### config.mk
export PLATFORM = sky130hd
export DESIGN_NAME = polar_plotter_move_planner
export DESIGN_NICKNAME = d
export VERILOG_FILES = /design/src/hdl/ppmp_pkg.sv /design/src/hdl/ppmp_isqrt.sv /design/src/hdl/ppmp_divider.sv /design/src/hdl/polar_plotter_move_planner.sv
export SDC_FILE = /design/constraint.sdc
export NUM_CORES = 2
export LEC_CHECK = 0
export BUFFER_PORTS_ARGS = -buffer_cell sky130_fd_sc_hd__clkbuf_2
export CAP_MARGIN = 20
export CORE_ASPECT_RATIO = 0.7
export CORE_MARGIN = 2
export CORE_UTILIZATION = 40
export CTS_BUF_LIST = sky130_fd_sc_hd__clkbuf_2
export DETAILED_ROUTE_END_ITERATION = 7
export PLACE_DENSITY = 0.66
export SYNTH_ARGS = -nofsm -noshare
export SYNTH_HDL_FRONTEND = slang
export SYNTH_HIERARCHICAL = 1
export SYNTH_SLANG_ARGS = --single-unit
### constraint.sdc
create_clock -name clk -period 11.57 [get_ports clk]
set_input_delay 0.5785 -clock clk [delete_from_list [all_inputs] [get_ports clk]]
set_output_delay 0.5785 -clock clk [all_outputs]
set_load 0.005 [all_outputs]
### src/hdl/ppmp_pkg.sv
// Package for the polar plotter move planner.
// Holds register reset values, register indexes, the sequencer states and the result layout.
// No dependencies; every other file in hdl/ imports it.
package ppmp_pkg;

	localparam int COORD_BITS_DEF = 12;

	localparam logic [15:0] RST_STEP_LENGTH    = 16'd12353;
	localparam logic [9:0]  RST_FEED_SPEED     = 10'd16;
	localparam logic [11:0] RST_MOTOR_DISTANCE = 12'd950;
	localparam logic [11:0] RST_START_HEIGHT   = 12'd260;

	localparam logic [9:0]  MS_PER_S = 10'd1000;
	localparam int          DIV_BITS = 16;

	localparam logic [1:0] REG_STEP_LENGTH    = 2'd0;
	localparam logic [1:0] REG_FEED_SPEED     = 2'd1;
	localparam logic [1:0] REG_MOTOR_DISTANCE = 2'd2;
	localparam logic [1:0] REG_START_HEIGHT   = 2'd3;

	localparam logic OP_MOVE = 1'b0;
	localparam logic OP_TICK = 1'b1;

	// Division jobs run in this order during planning.
	localparam logic [2:0] JOB_STEPS_L  = 3'd0;
	localparam logic [2:0] JOB_STEPS_R  = 3'd1;
	localparam logic [2:0] JOB_DURATION = 3'd2;
	localparam logic [2:0] JOB_PERIOD_L = 3'd3;
	localparam logic [2:0] JOB_PERIOD_R = 3'd4;

	typedef enum logic [3:0] {
		ST_IDLE,
		ST_SQUARE,
		ST_ROOT_GO,
		ST_ROOT_WAIT,
		ST_DIFF,
		ST_DIV_GO,
		ST_DIV_WAIT,
		ST_COMMIT,
		ST_TICK_INC,
		ST_TICK_EVAL,
		ST_OUT
	} state_t;

	typedef struct packed {
		logic        rejected;
		logic        moving;
		logic        pulse_right;
		logic        pulse_left;
		logic [31:0] move_duration;
		logic [15:0] steps_right;
		logic [15:0] steps_left;
		logic        reel_out_right;
		logic        reel_out_left;
	} result_t;

endpackage

### src/hdl/ppmp_isqrt.sv
// Bit-serial integer square root: one root bit per cycle, two radicand bits shifted in per cycle.
// Used by the move planner for the string lengths. Depends on ppmp_pkg.
module ppmp_isqrt
	import ppmp_pkg::*;
#(
	parameter int LW = 21
) (
	input  logic              clk,
	input  logic              arst_n,
	input  logic              start,
	input  logic [2*LW-1:0]   radicand,
	output logic [LW-1:0]     root,
	output logic              done
);

	localparam int CNTW = $clog2(LW);

	logic            busy_q;
	logic            done_q;
	logic [CNTW-1:0] cnt_q;
	logic [2*LW-1:0] rad_q;
	logic [LW+1:0]   rem_q;
	logic [LW-1:0]   root_q;

	logic [LW+1:0] rem_shift;
	logic [LW+1:0] trial;
	logic          fits;

	assign rem_shift = {rem_q[LW-1:0], rad_q[2*LW-1 -: 2]};
	assign trial     = {root_q, 2'b01};
	assign fits      = rem_shift >= trial;

	always_ff @(posedge clk or negedge arst_n) begin
		if (!arst_n) begin
			busy_q <= 1'b0;
			done_q <= 1'b0;
			cnt_q  <= '0;
		end else begin
			done_q <= 1'b0;
			if (start) begin
				busy_q <= 1'b1;
				cnt_q  <= '0;
			end else if (busy_q) begin
				if (cnt_q == CNTW'(LW - 1)) begin
					busy_q <= 1'b0;
					done_q <= 1'b1;
				end
				cnt_q <= cnt_q + 1'b1;
			end
		end
	end

	always_ff @(posedge clk) begin
		if (start) begin
			rad_q  <= radicand;
			rem_q  <= '0;
			root_q <= '0;
		end else if (busy_q) begin
			rad_q  <= {rad_q[2*LW-3:0], 2'b00};
			rem_q  <= fits ? rem_shift - trial : rem_shift;
			root_q <= {root_q[LW-2:0], fits};
		end
	end

	assign root = root_q;
	assign done = done_q;

endmodule

### src/hdl/ppmp_divider.sv
// Restoring divider, one quotient bit per cycle, 16-bit divisor.
// Shared by the step count, duration and period calculations. Depends on ppmp_pkg.
module ppmp_divider
	import ppmp_pkg::*;
#(
	parameter int NW = 32
) (
	input  logic                clk,
	input  logic                arst_n,
	input  logic                start,
	input  logic [NW-1:0]       dividend,
	input  logic [DIV_BITS-1:0] divisor,
	output logic [NW-1:0]       quotient,
	output logic                done
);

	localparam int CNTW = $clog2(NW);

	logic                busy_q;
	logic                done_q;
	logic [CNTW-1:0]     cnt_q;
	logic [NW-1:0]       num_q;
	logic [DIV_BITS-1:0] den_q;
	logic [DIV_BITS:0]   rem_q;

	logic [DIV_BITS:0] rem_shift;
	logic              fits;

	assign rem_shift = {rem_q[DIV_BITS-1:0], num_q[NW-1]};
	assign fits      = rem_shift >= {1'b0, den_q};

	always_ff @(posedge clk or negedge arst_n) begin
		if (!arst_n) begin
			busy_q <= 1'b0;
			done_q <= 1'b0;
			cnt_q  <= '0;
		end else begin
			done_q <= 1'b0;
			if (start) begin
				busy_q <= 1'b1;
				cnt_q  <= '0;
			end else if (busy_q) begin
				if (cnt_q == CNTW'(NW - 1)) begin
					busy_q <= 1'b0;
					done_q <= 1'b1;
				end
				cnt_q <= cnt_q + 1'b1;
			end
		end
	end

	always_ff @(posedge clk) begin
		if (start) begin
			num_q <= dividend;
			den_q <= divisor;
			rem_q <= '0;
		end else if (busy_q) begin
			rem_q <= fits ? rem_shift - {1'b0, den_q} : rem_shift;
			num_q <= {num_q[NW-2:0], fits};
		end
	end

	assign quotient = num_q;
	assign done     = done_q;

endmodule

### src/hdl/polar_plotter_move_planner.sv
// Polar plotter move planner: top level with the sequencer, position and timing state.
// Instantiates ppmp_isqrt and ppmp_divider; depends on ppmp_pkg.
//
// Input beats on s_*: s_tuser is the operation (0 move, 1 millisecond tick), s_tdata carries
// target_x and target_y. Every input beat gives exactly one result beat on m_*.
// A move works out four string lengths in turn on one bit-serial square root unit
// (LW = max(COORD_BITS,12)+9) and then up to five divisions on one bit-serial divider
// (DW = max(LW+10,32)). One item is in the block at a time: s_tready is high only while
// idle, and the result waits in the output register until m_tready takes it, the block
// accepting nothing meanwhile. Configuration writes on cfg_* act at once; writing the
// motor distance or the start height reloads the position.
// Reset loads the default registers, puts the pen at (distance/2, start height) and
// leaves no move active.
module polar_plotter_move_planner
	import ppmp_pkg::*;
#(
	parameter int COORD_BITS = COORD_BITS_DEF
) (
	input  logic                               clk,
	input  logic                               arst_n,
	input  logic                               s_tvalid,
	output logic                               s_tready,
	input  logic                               s_tuser, // operation
	// target_x, target_y, zero fill
	input  logic [((2*COORD_BITS+7)/8)*8-1:0]  s_tdata,
	output logic                               m_tvalid,
	input  logic                               m_tready,
	// reel_out_left, reel_out_right, steps_left, steps_right, move_duration,
	// pulse_left, pulse_right, moving, rejected, zero fill
	output logic [71:0]                        m_tdata,
	input  logic                               cfg_we,
	input  logic [1:0]                         cfg_index,
	input  logic [15:0]                        cfg_data
);

	localparam int C  = COORD_BITS;
	localparam int AW = (C > 12) ? C : 12;
	localparam int LW = AW + 9;
	localparam int RW = 2 * LW;
	localparam int DW = (LW + 10 > 32) ? LW + 10 : 32;

	state_t state_q, state_d;

	// configuration and move state
	logic [15:0]   step_len_q;
	logic [9:0]    feed_q;
	logic [11:0]   md_q;
	logic [11:0]   sh_q;
	logic [C-1:0]  px_q, py_q;
	logic [23:0]   elapsed_q;
	logic [31:0]   dur_q;
	logic [31:0]   per_l_q, per_r_q;
	logic [31:0]   tim_l_q, tim_r_q;
	logic [1:0]    dir_q;
	logic          active_q;
	logic [1:0]    k_q;
	logic [2:0]    j_q;

	// item payload and working values
	logic          op_q;
	logic [C-1:0]  tx_q, ty_q;
	logic [2*AW-1:0] sq_a_q, sq_b_q;
	logic [LW-1:0] len_q [4];
	logic [LW-1:0] ml_q, mr_q;
	logic [LW+9:0] prod_q;
	logic [15:0]   steps_l_q, steps_r_q;
	result_t       out_q;

	logic          accept;
	logic          sqrt_start, sqrt_done, div_start, div_done;
	logic [LW-1:0] root;
	logic [DW-1:0] quot;
	logic [RW-1:0] radicand;
	logic [DW-1:0] div_num;
	logic [15:0]   div_den;
	logic          div_skip;

	assign accept = s_tvalid && s_tready;

	// Operand selection for the squares: index bit 1 picks the target, bit 0 the right string.
	logic [AW-1:0]   x_sel, y_sel, md_ext, dx;
	logic [2*AW-1:0] sq_x, sq_y;
	logic [2*AW:0]   sq_sum;

	assign x_sel  = k_q[1] ? AW'(tx_q) : AW'(px_q);
	assign y_sel  = k_q[1] ? AW'(ty_q) : AW'(py_q);
	assign md_ext = AW'(md_q);
	assign dx     = !k_q[0] ? x_sel : ((md_ext >= x_sel) ? md_ext - x_sel : x_sel - md_ext);
	assign sq_x   = dx * dx;
	assign sq_y   = y_sel * y_sel;
	assign sq_sum = {1'b0, sq_a_q} + {1'b0, sq_b_q};
	assign radicand = RW'({sq_sum, 16'h0000});

	// Length changes; len_q holds left now, right now, left target, right target.
	logic [LW-1:0] ml, mr, mx;
	logic          out_l, out_r;

	assign out_l = len_q[2] > len_q[0];
	assign out_r = len_q[3] > len_q[1];
	assign ml    = out_l ? len_q[2] - len_q[0] : len_q[0] - len_q[2];
	assign mr    = out_r ? len_q[3] - len_q[1] : len_q[1] - len_q[3];
	assign mx    = (ml > mr) ? ml : mr;

	// Division operands for the current job.
	always_comb begin
		div_num  = '0;
		div_den  = 16'd1;
		div_skip = 1'b0;
		case (j_q)
			JOB_STEPS_L: begin
				div_num = DW'({ml_q, 8'h00});
				div_den = (step_len_q == 16'd0) ? 16'd1 : step_len_q;
			end
			JOB_STEPS_R: begin
				div_num = DW'({mr_q, 8'h00});
				div_den = (step_len_q == 16'd0) ? 16'd1 : step_len_q;
			end
			JOB_DURATION: begin
				div_num = DW'(prod_q);
				div_den = (feed_q == 10'd0) ? 16'd1 : 16'(feed_q);
			end
			JOB_PERIOD_L: begin
				div_num  = DW'(dur_q);
				div_den  = steps_l_q;
				div_skip = steps_l_q == 16'd0;
			end
			JOB_PERIOD_R: begin
				div_num  = DW'(dur_q);
				div_den  = steps_r_q;
				div_skip = steps_r_q == 16'd0;
			end
			default: begin
				div_num = '0;
			end
		endcase
	end

	logic [15:0] quot_sat16;
	logic [31:0] quot_sat32;
	logic [31:0] quot_period;

	assign quot_sat16  = (64'(quot) > 64'h0000_FFFF) ? 16'hFFFF : quot[15:0];
	assign quot_sat32  = (64'(quot) > 64'hFFFF_FFFF) ? 32'hFFFF_FFFF : quot[31:0];
	assign quot_period = (quot == '0) ? 32'd1 : quot[31:0];

	// Tick evaluation on the already advanced millisecond count.
	logic [31:0] now;
	logic        in_move, fire_l, fire_r, next_active;
	logic [32:0] sum_l, sum_r;
	logic [31:0] new_tim_l, new_tim_r;

	assign now         = {elapsed_q, 8'h00};
	assign in_move     = now <= dur_q;
	assign fire_l      = in_move && (per_l_q != 32'd0) && (now >= tim_l_q);
	assign fire_r      = in_move && (per_r_q != 32'd0) && (now >= tim_r_q);
	assign sum_l       = {1'b0, now} + {1'b0, per_l_q};
	assign sum_r       = {1'b0, now} + {1'b0, per_r_q};
	assign new_tim_l   = sum_l[32] ? 32'hFFFF_FFFF : sum_l[31:0];
	assign new_tim_r   = sum_r[32] ? 32'hFFFF_FFFF : sum_r[31:0];
	assign next_active = ({1'b0, now} + 33'd256) <= {1'b0, dur_q};

	ppmp_isqrt #(.LW(LW)) u_isqrt (
		.clk      (clk),
		.arst_n   (arst_n),
		.start    (sqrt_start),
		.radicand (radicand),
		.root     (root),
		.done     (sqrt_done)
	);

	ppmp_divider #(.NW(DW)) u_divider (
		.clk      (clk),
		.arst_n   (arst_n),
		.start    (div_start),
		.dividend (div_num),
		.divisor  (div_den),
		.quotient (quot),
		.done     (div_done)
	);

	always_ff @(posedge clk or negedge arst_n) begin
		if (!arst_n) begin
			state_q <= ST_IDLE;
		end else begin
			state_q <= state_d;
		end
	end

	always_comb begin
		state_d    = state_q;
		s_tready   = 1'b0;
		m_tvalid   = 1'b0;
		sqrt_start = 1'b0;
		div_start  = 1'b0;
		case (state_q)
			ST_IDLE: begin
				s_tready = 1'b1;
				if (s_tvalid) begin
					if (s_tuser == OP_MOVE && !active_q) begin
						state_d = ST_SQUARE;
					end else if (s_tuser == OP_TICK && active_q) begin
						state_d = ST_TICK_INC;
					end else begin
						state_d = ST_OUT;
					end
				end
			end
			ST_SQUARE: begin
				state_d = ST_ROOT_GO;
			end
			ST_ROOT_GO: begin
				sqrt_start = 1'b1;
				state_d    = ST_ROOT_WAIT;
			end
			ST_ROOT_WAIT: begin
				if (sqrt_done) begin
					state_d = (k_q == 2'd3) ? ST_DIFF : ST_SQUARE;
				end
			end
			ST_DIFF: begin
				state_d = ST_DIV_GO;
			end
			ST_DIV_GO: begin
				if (div_skip) begin
					state_d = (j_q == JOB_PERIOD_R) ? ST_COMMIT : ST_DIV_GO;
				end else begin
					div_start = 1'b1;
					state_d   = ST_DIV_WAIT;
				end
			end
			ST_DIV_WAIT: begin
				if (div_done) begin
					state_d = (j_q == JOB_PERIOD_R) ? ST_COMMIT : ST_DIV_GO;
				end
			end
			ST_COMMIT: begin
				state_d = ST_OUT;
			end
			ST_TICK_INC: begin
				state_d = ST_TICK_EVAL;
			end
			ST_TICK_EVAL: begin
				state_d = ST_OUT;
			end
			ST_OUT: begin
				m_tvalid = 1'b1;
				if (m_tready) begin
					state_d = ST_IDLE;
				end
			end
			default: begin
				state_d = ST_IDLE;
			end
		endcase
	end

	always_ff @(posedge clk or negedge arst_n) begin
		if (!arst_n) begin
			step_len_q <= RST_STEP_LENGTH;
			feed_q     <= RST_FEED_SPEED;
			md_q       <= RST_MOTOR_DISTANCE;
			sh_q       <= RST_START_HEIGHT;
			px_q       <= C'(RST_MOTOR_DISTANCE[11:1]);
			py_q       <= C'(RST_START_HEIGHT);
			elapsed_q  <= '0;
			dur_q      <= '0;
			per_l_q    <= '0;
			per_r_q    <= '0;
			tim_l_q    <= '0;
			tim_r_q    <= '0;
			dir_q      <= '0;
			active_q   <= 1'b0;
			k_q        <= '0;
			j_q        <= '0;
		end else begin
			case (state_q)
				ST_IDLE: begin
					k_q <= '0;
					j_q <= JOB_STEPS_L;
				end
				ST_ROOT_WAIT: begin
					if (sqrt_done) begin
						k_q <= k_q + 1'b1;
					end
				end
				ST_DIFF: begin
					dir_q <= {out_r, out_l};
				end
				ST_DIV_GO: begin
					if (div_skip) begin
						if (j_q == JOB_PERIOD_L) begin
							per_l_q <= '0;
						end else begin
							per_r_q <= '0;
						end
						j_q <= j_q + 1'b1;
					end
				end
				ST_DIV_WAIT: begin
					if (div_done) begin
						if (j_q == JOB_DURATION) begin
							dur_q <= quot_sat32;
						end
						if (j_q == JOB_PERIOD_L) begin
							per_l_q <= quot_period;
						end
						if (j_q == JOB_PERIOD_R) begin
							per_r_q <= quot_period;
						end
						j_q <= j_q + 1'b1;
					end
				end
				ST_COMMIT: begin
					tim_l_q   <= per_l_q;
					tim_r_q   <= per_r_q;
					elapsed_q <= '0;
					px_q      <= tx_q;
					py_q      <= ty_q;
					active_q  <= dur_q >= 32'd256;
				end
				ST_TICK_INC: begin
					elapsed_q <= elapsed_q + 1'b1;
				end
				ST_TICK_EVAL: begin
					if (fire_l) begin
						tim_l_q <= new_tim_l;
					end
					if (fire_r) begin
						tim_r_q <= new_tim_r;
					end
					active_q <= next_active;
				end
				default: begin
					k_q <= k_q;
				end
			endcase

			if (cfg_we) begin
				case (cfg_index)
					REG_STEP_LENGTH: begin
						step_len_q <= cfg_data;
					end
					REG_FEED_SPEED: begin
						feed_q <= cfg_data[9:0];
					end
					REG_MOTOR_DISTANCE: begin
						md_q <= cfg_data[11:0];
						px_q <= C'(cfg_data[11:1]);
						py_q <= C'(sh_q);
					end
					REG_START_HEIGHT: begin
						sh_q <= cfg_data[11:0];
						px_q <= C'(md_q[11:1]);
						py_q <= C'(cfg_data[11:0]);
					end
					default: begin
						sh_q <= sh_q;
					end
				endcase
			end
		end
	end

	always_ff @(posedge clk) begin
		case (state_q)
			ST_IDLE: begin
				if (accept) begin
					op_q <= s_tuser;
					tx_q <= s_tdata[C-1:0];
					ty_q <= s_tdata[2*C-1:C];
					// A move while busy is refused; an idle tick reports nothing moving.
					out_q <= {(s_tuser == OP_MOVE) && active_q, active_q, 2'b00, 32'd0,
						16'd0, 16'd0, dir_q[1], dir_q[0]};
				end
			end
			ST_SQUARE: begin
				sq_a_q <= sq_x;
				sq_b_q <= sq_y;
			end
			ST_ROOT_WAIT: begin
				if (sqrt_done) begin
					len_q[k_q] <= root;
				end
			end
			ST_DIFF: begin
				ml_q   <= ml;
				mr_q   <= mr;
				prod_q <= mx * MS_PER_S;
			end
			ST_DIV_WAIT: begin
				if (div_done) begin
					if (j_q == JOB_STEPS_L) begin
						steps_l_q <= quot_sat16;
					end
					if (j_q == JOB_STEPS_R) begin
						steps_r_q <= quot_sat16;
					end
				end
			end
			ST_COMMIT: begin
				out_q <= {1'b0, dur_q >= 32'd256, 2'b00, dur_q, steps_r_q, steps_l_q,
					dir_q[1], dir_q[0]};
			end
			ST_TICK_EVAL: begin
				out_q <= {out_q.rejected, next_active, fire_r && (op_q == OP_TICK),
					fire_l && (op_q == OP_TICK), out_q[65:0]};
			end
			default: begin
				op_q <= op_q;
			end
		endcase
	end

	assign m_tdata = {2'b00, out_q};

	a_one_side: assert property (@(posedge clk) disable iff (!arst_n)
		!(s_tready && m_tvalid))
		else $error("input and output sides open together");

	a_reject_moving: assert property (@(posedge clk) disable iff (!arst_n)
		m_tvalid && out_q.rejected |-> out_q.moving && out_q.move_duration == 32'd0)
		else $error("rejected move without an active move");

	a_pulse_tick: assert property (@(posedge clk) disable iff (!arst_n)
		m_tvalid && (out_q.pulse_left || out_q.pulse_right)
		|-> out_q.steps_left == 16'd0 && out_q.move_duration == 32'd0 && !out_q.rejected)
		else $error("step pulse on a move result");

	a_commit_out: assert property (@(posedge clk) disable iff (!arst_n)
		state_q == ST_COMMIT |=> m_tvalid && !s_tready)
		else $error("planned move not presented");

endmodule

; After elaboration in Yosys (flattened, before gate mapping)
; Memory sizes are Yosys's and may differ from the RTL's.
; Index checks and enable logic that the tools add are counted.
[word_totals]
ff_bits = 661
mem_bits_rw = 84
memories = 1
[classes]
add_sub_neg = 17
mul = 3
n_lt_le_gt_ge = 12
n_eq_ne = 32
mux = 85
bitwise = 2
reduce_logical = 50
[memory_table]
columns = name, words, width, read_ports, rd_clocked_by_memory_dff, write_ports, line_no
row1 = len_q, 4, 21, 4, 0, 1, polar_plotter_move_planner.sv:63  ; logic [LW-1:0] len_q [4];
[op_table]
columns = operator, n
row1 = $mux 32, 15
row2 = $pmux 32 s2, 4
row3 = $pmux 70 s3, 1
row4 = $pmux 32 s4, 1
row5 = $sub 21x21->21, 5
row6 = $mux 12, 8
row7 = $mux 21, 4
row8 = $mux 41, 2
row9 = $mux 70, 1
row10 = $add 32x32->33, 2
row11 = $ge 32x32->1, 2
row12 = $pmux 16 s4, 1
row13 = $reduce_bool 32->1, 2
row14 = $gt 21x21->1, 3
row15 = $logic_not 16->1, 3
row16 = $mul 12x12->24, 2
row17 = $mux 16, 3
row18 = $pmux 12 s2, 2
row19 = $pmux 24 s2, 1
row20 = $pmux 4 s10, 1
row21 = $add 32x9->33 const B, 1
row22 = $le 33x32->1, 1
row23 = $ge 32x9->1 const B, 1
row24 = $gt 32x16->1 const B, 1
row25 = other kinds (48), 134

; Logic depth before layout (Yosys ltp)
; An unclocked memory read counts as a cell.
[depth]
ltp_word = 6
depth_mapped = 48
mapped_depth_nobuf = 45

; By module
; The synthesis kept the hierarchy.
[by_module_without_submodules]
columns = module, instances, cells_per_inst, area_per_inst_um2, seq_area_each_um2
row1 = polar_plotter_move_planner, 1, 4495, 45524.9, 16604.7
row2 = ppmp_isqrt, 1, 477, 4946.0, 2277.2
row3 = ppmp_divider, 1, 323, 3819.9, 1936.9

; Worst setup path before layout
; No wires, ideal clock.
[synth_timing]
kind = flip-flop to flip-flop
start = memory len_q[1][9]
end = register prod_q[30] (data pin)
setup_time_ns = 0.260
arrival_ns = 9.921
setup_slack_ns = 1.389
path_stages_with_launch = 46
period_less_slack_ns = 10.181
cell_sequence = edfxtp_1 -> ha_1 -> clkbuf_1 -> nand4_1 -> nor4_1 -> a21oi_1 -> nand2_1 -> a21oi_1 -> nor2_1 -> mux2_2 -> a2111oi_0 -> o21ai_1 -> a41oi_1 -> xnor2_1 -> inv_1 -> ha_1 -> nor2b_1 -> o21ai_0 -> [... 10 more ...] -> mux2i_1 -> fa_1 -> fa_1 -> fa_1 -> inv_1 -> fa_1 -> ha_1 -> a21o_1 -> a21o_1 -> a21oi_1 -> a31oi_1 -> o41a_1 -> o31a_1 -> o21ai_0 -> a21oi_1 -> a21o_1 -> a21oi_1 -> xnor2_1
[synth_rtl]
columns = item, line_no
row1 = from (decl), polar_plotter_move_planner.sv:63
row2 = to (signal assigned), polar_plotter_move_planner.sv:388  ; prod_q <= mx * MS_PER_S;
row3 = to (decl), polar_plotter_move_planner.sv:65  ; logic [LW+9:0] prod_q;

==> impl_metrics.tcl <==
set metrics [dict create \
    post_drt_wl_per_cell_um 19.5 \
    layout_min_cycle_time_ns 10.92 \
    net-switching-power_uw 6670 \
    gp_congestion 0.937 \
    final_layout_size_suffix_gt1_frac 0.146 \
    cap_viol_max_count 0 \
    critPathMostFrequentCell "sky130_fd_sc_hd__o21ai_0" \
    p_int_uw 8310 \
    critical_path.startpoint_type "register" \
    port_buffers 119 \
    post-cts-setup-buffer-count 0 \
    cts-root-buf "sky130_fd_sc_hd__clkbuf_2" \
    place_hpwl_um 109000 \
    placedInstanceArea_um2 57000 \
    filler_cell_count 12700 \
    drt_pass1_iterations 8 \
    synth.ff_latch_count 759 \
    postRouteAntennaNets 0 \
    maximum_net_fanout_on_the_critical_path 13 \
    routed_via_density 5.47 \
    synthesis.area_um2 54300 \
    drt_drc_violations_left 0 \
    global_route.usage.met3 0.0451 \
    clk_pin_slew_ns 0.10 \
    grt_pass1_vias 40100 \
    timing.hold.worst.class "in -> reg" \
    fin_skew_ns 0.169 \
    grt_overflow 0 \
    required_ns 12.92 \
    initial_core_util 0.402 \
    met1_usage 0.317 \
    routed-via-count 41200 \
    timing.critical_path.slowest_stage_cell "sky130_fd_sc_hd__fa_1" \
    power_frac_seq 0.265 \
    final_design_area_no_fill_um2 60100 \
    maxSlewViolCount 0 \
    drt_first_iter_violations 3490 \
    report.power.total_uw 15000 \
    worstMarginPinSlew_ns 1.04 \
    nets 6404 \
    worst_setup_path_class "reg -> reg" \
    hold_viol 0 \
    slew_headroom 0.307 \
    pre_cts_ws_ns 0.193 \
    core_area_um2 135000 \
    multiInputGateArea_um2 30500 \
    sw_frac_of_total 0.445 \
    final_setup_violation_count 0 \
    cts_tree "built" \
    total_leakage_power_uw 0.0271 \
    power.share.combinational 0.600 \
    cp-end-kind "register" \
    yosys_warnings 6 \
    io_pins 122 \
    clock_sink_count 759 \
    syn-instance-count 5295 \
    synth.yosys.seq_area_share 0.383 \
    grtUsageMet2 0.288 \
    yosys.cell_types.count 102 \
    clk_path_buf_depth 3 \
    rsz_0062_raised_after_global_routing "false" \
    post_route_wl_um 147000 \
    grt_antenna_before_repair 11 \
    critical_path.max_stage_delay_ns 0.53 \
    clock.fmax_mhz 91.5 \
    cts-htree-levels 4 \
    power.density_nw_per_um2 249 \
    vdd.ir_drop.worst_uv 600 \
    number_of_synthesized_flops_with_an_enable_pin 417 \
    synth_area_per_cell_um2 10.3 \
    synthArstFlopShare 0.374 \
    chip_height_um 312 \
    final_critical_path_setup_slack_ns 0.647 \
    synth_flop_cell "sky130_fd_sc_hd__edfxtp_1" \
    grt_start_max_net_pins 150 \
    clk-insertion-delay-late_ns 1.63 \
    arrival_ns 12.27 \
    total_routing_resource_utilization_after_global_routing 0.209 \
    seqCellArea_um2 20800 \
    grt_most_used_layer "met1" \
    clockPowerShare 0.134 \
    die_width_um 444 \
    die_area_um2 139000 \
    grt_first_pass_wirelength_um 229000 \
    area_delta_synth_final_pct 10.8 \
    setup_tns_ns 0 \
    tritoncts.num_buffers 192 \
    number_of_placement_rows 113 \
    result_of_the_run "complete, no violations" \
    finalCritPeriodShare 0.944 \
]
==> power by group through the flow <==
stage | sequential [uW] | combinational [uW] | clock (uW)
floorplan | 3890 | 6740 | 0
CTS | 3970 | 8930 | 2080
finish | 3970 | 9000 | 2010
global route | 4010 | 10200 | 2210
detailed placement | 4020 | 8740 | 0
global placement | 4020 | 8620 | 0
==> placed cells by master, fill, tap and decap left out, types with 24 or more instances in the layout <==
| cell | netlist | layout |
|---|---|---|
| sky130_fd_sc_hd__nor4_1 | 49 | 48 |
| sky130_fd_sc_hd__clkinv_1 | 0 | 32 |
| sky130_fd_sc_hd__nand2b_1 | 49 | 49 |
| sky130_fd_sc_hd__nor3_1 | 63 | 57 |
| sky130_fd_sc_hd__a21o_1 | 123 | 123 |
| sky130_fd_sc_hd__o21ai_0 | 289 | 288 |
| sky130_fd_sc_hd__a221o_1 | 25 | 25 |
| sky130_fd_sc_hd__a21oi_1 | 221 | 219 |
| sky130_fd_sc_hd__a31oi_1 | 43 | 43 |
| sky130_fd_sc_hd__and3_1 | 36 | 36 |
| sky130_fd_sc_hd__buf_4 | 6 | 67 |
| sky130_fd_sc_hd__xnor2_1 | 132 | 131 |
| sky130_fd_sc_hd__clkbuf_2 | 0 | 415 |
| sky130_fd_sc_hd__dfrtp_1 | 261 | 260 |
| sky130_fd_sc_hd__nor2_1 | 396 | 392 |
| sky130_fd_sc_hd__mux2_2 | 181 | 182 |
| sky130_fd_sc_hd__a22o_1 | 60 | 60 |
| sky130_fd_sc_hd__nor2b_1 | 67 | 66 |
| sky130_fd_sc_hd__edfxtp_1 | 417 | 417 |
| sky130_fd_sc_hd__dlygate4sd3_1 | 0 | 102 |
| sky130_fd_sc_hd__fa_1 | 239 | 239 |
| sky130_fd_sc_hd__or2_2 | 46 | 46 |
| sky130_fd_sc_hd__and2_1 | 75 | 75 |
| sky130_fd_sc_hd__inv_1 | 622 | 622 |
| sky130_fd_sc_hd__nand4_1 | 46 | 46 |
| sky130_fd_sc_hd__nand3_1 | 79 | 78 |
| sky130_fd_sc_hd__xor2_1 | 80 | 80 |
| sky130_fd_sc_hd__ha_1 | 520 | 517 |
| sky130_fd_sc_hd__nand2_1 | 326 | 323 |
| sky130_fd_sc_hd__mux2i_1 | 108 | 106 |
| sky130_fd_sc_hd__a211oi_1 | 67 | 67 |
| sky130_fd_sc_hd__dfxtp_1 | 58 | 58 |
| sky130_fd_sc_hd__o21bai_1 | 24 | 24 |
| sky130_fd_sc_hd__o21a_1 | 36 | 36 |
==> cells in the mapped netlist (80+ instances only) <==
master	n	area (um^2)
sky130_fd_sc_hd__mux2i_1	108	1080
sky130_fd_sc_hd__fa_1	239	4780
sky130_fd_sc_hd__xnor2_1	132	1160
sky130_fd_sc_hd__o21ai_0	289	1450
sky130_fd_sc_hd__edfxtp_1	417	12500
sky130_fd_sc_hd__nand2_1	326	1220
sky130_fd_sc_hd__a21oi_1	221	1110
sky130_fd_sc_hd__a21o_1	123	923
sky130_fd_sc_hd__xor2_1	80	701
sky130_fd_sc_hd__inv_1	622	2330
sky130_fd_sc_hd__clkbuf_1	168	631
sky130_fd_sc_hd__nor2_1	396	1490
sky130_fd_sc_hd__dfrtp_1	261	6530
sky130_fd_sc_hd__ha_1	520	6510
sky130_fd_sc_hd__mux2_2	181	2040
==> path summary, 6_finish.rpt <==
path / start / end / slack [ns] / depth (start not counted)
setup / recovery: len_q[3][14] / prod_q[30] / 0.65 / 45
hold / removal: cfg_data[9] / px_q[8] / 0.20 / 5
setup reg to reg: len_q[3][14] / prod_q[30] / 0.65 / 45
hold reg to reg: u_isqrt/rem_q[2] / u_isqrt/rem_q[4] / 0.50 / 2
max in group asynchronous: arst_n / px_q[9] / 9.89 / 5
min in group asynchronous: arst_n / per_l_q[16] / 0.71 / 5
==> flip-flops by register name, summed over array words and instances (netlist names), 16 cells and up <==
| name | flops |
|---|---|
| elapsed_q | 24 |
| len_q | 84 |
| steps_r_q | 16 |
| per_r_q | 32 |
| tim_l_q | 32 |
| u_divider/rem_q | 16 |
| u_isqrt/rem_q | 21 |
| ml_q | 21 |
| u_divider/den_q | 16 |
| prod_q | 28 |
| u_isqrt/root | 21 |
| sq_b_q | 23 |
| per_l_q | 32 |
| sq_a_q | 23 |
| step_len_q | 16 |
| steps_l_q | 16 |
| u_divider/quotient | 32 |
| m_tdata | 70 |
| tim_r_q | 32 |
| u_isqrt/rad_q | 42 |
| dur_q | 32 |
| mr_q | 21 |
==> stage by stage <==
stage | hold slack [ns] | instances | util
detailed placement | 0.485 | 7077 | 0.422
CTS | 0.000442 | 7531 | 0.444
floorplan | 0.283 | 5313 | -
global placement | 0.479 | 7073 | 0.421
global route | 0.163 | 7541 | 0.445
finish | 0.195 | 7543 | 0.445
==> metal layers <==
metal | up-vias | routed length (um) | share of wire
met5 | - | 20 | 0.00014
met4 | 2 | 4640 | 0.032
met3 | 216 | 12100 | 0.083
met2 | 1474 | 60000 | 0.41
met1 | 20200 | 70100 | 0.48
li1 | 19300 | - | -
==> critical path, delay by kind of cell (launching register included) <==
family          cells  cell delay (ns)
compound gates     23             5.10
xor+xnor            2             0.44
flops               1             0.41
buf+inv             5             0.53
mux                 1             0.47
fa+ha+maj           7             3.00
simple gates        7             0.79
==> cells by family (layout without fill, tap and decap cells) <==
logic type / Yosys count / in the layout / synth area share
other cells: 1 / 26 / 0.0000691
flops: 759 / 759 / 0.383
simple gates: 1285 / 1285 / 0.113
xor+xnor: 213 / 213 / 0.0346
fa+ha+maj: 761 / 761 / 0.208
compound gates: 1138 / 1138 / 0.141
mux: 306 / 306 / 0.0610
buf+inv: 832 / 1273 / 0.0589
==> area by class of cell <==
type / count / share of cell area
Multi-Input combinational cell: 3722 / 0.507
Sequential cell: 759 / 0.346
Timing Repair Buffer: 299 / 0.0390
Inverter: 623 / 0.0389
Tap cell: 1782 / 0.0371
Clock buffer: 297 / 0.0247
Clock inverter: 54 / 0.00670
Antenna cell: 7 / 0.000291
==> what timing repair did <==
item                                    in CTS  in global routing
hold buffers                               103                  0
hold endpoints to repair                   402                  0
resized for setup                            0                 19
endpoints found under the setup margin       0                  4
(Power assumes the default switching activity.)
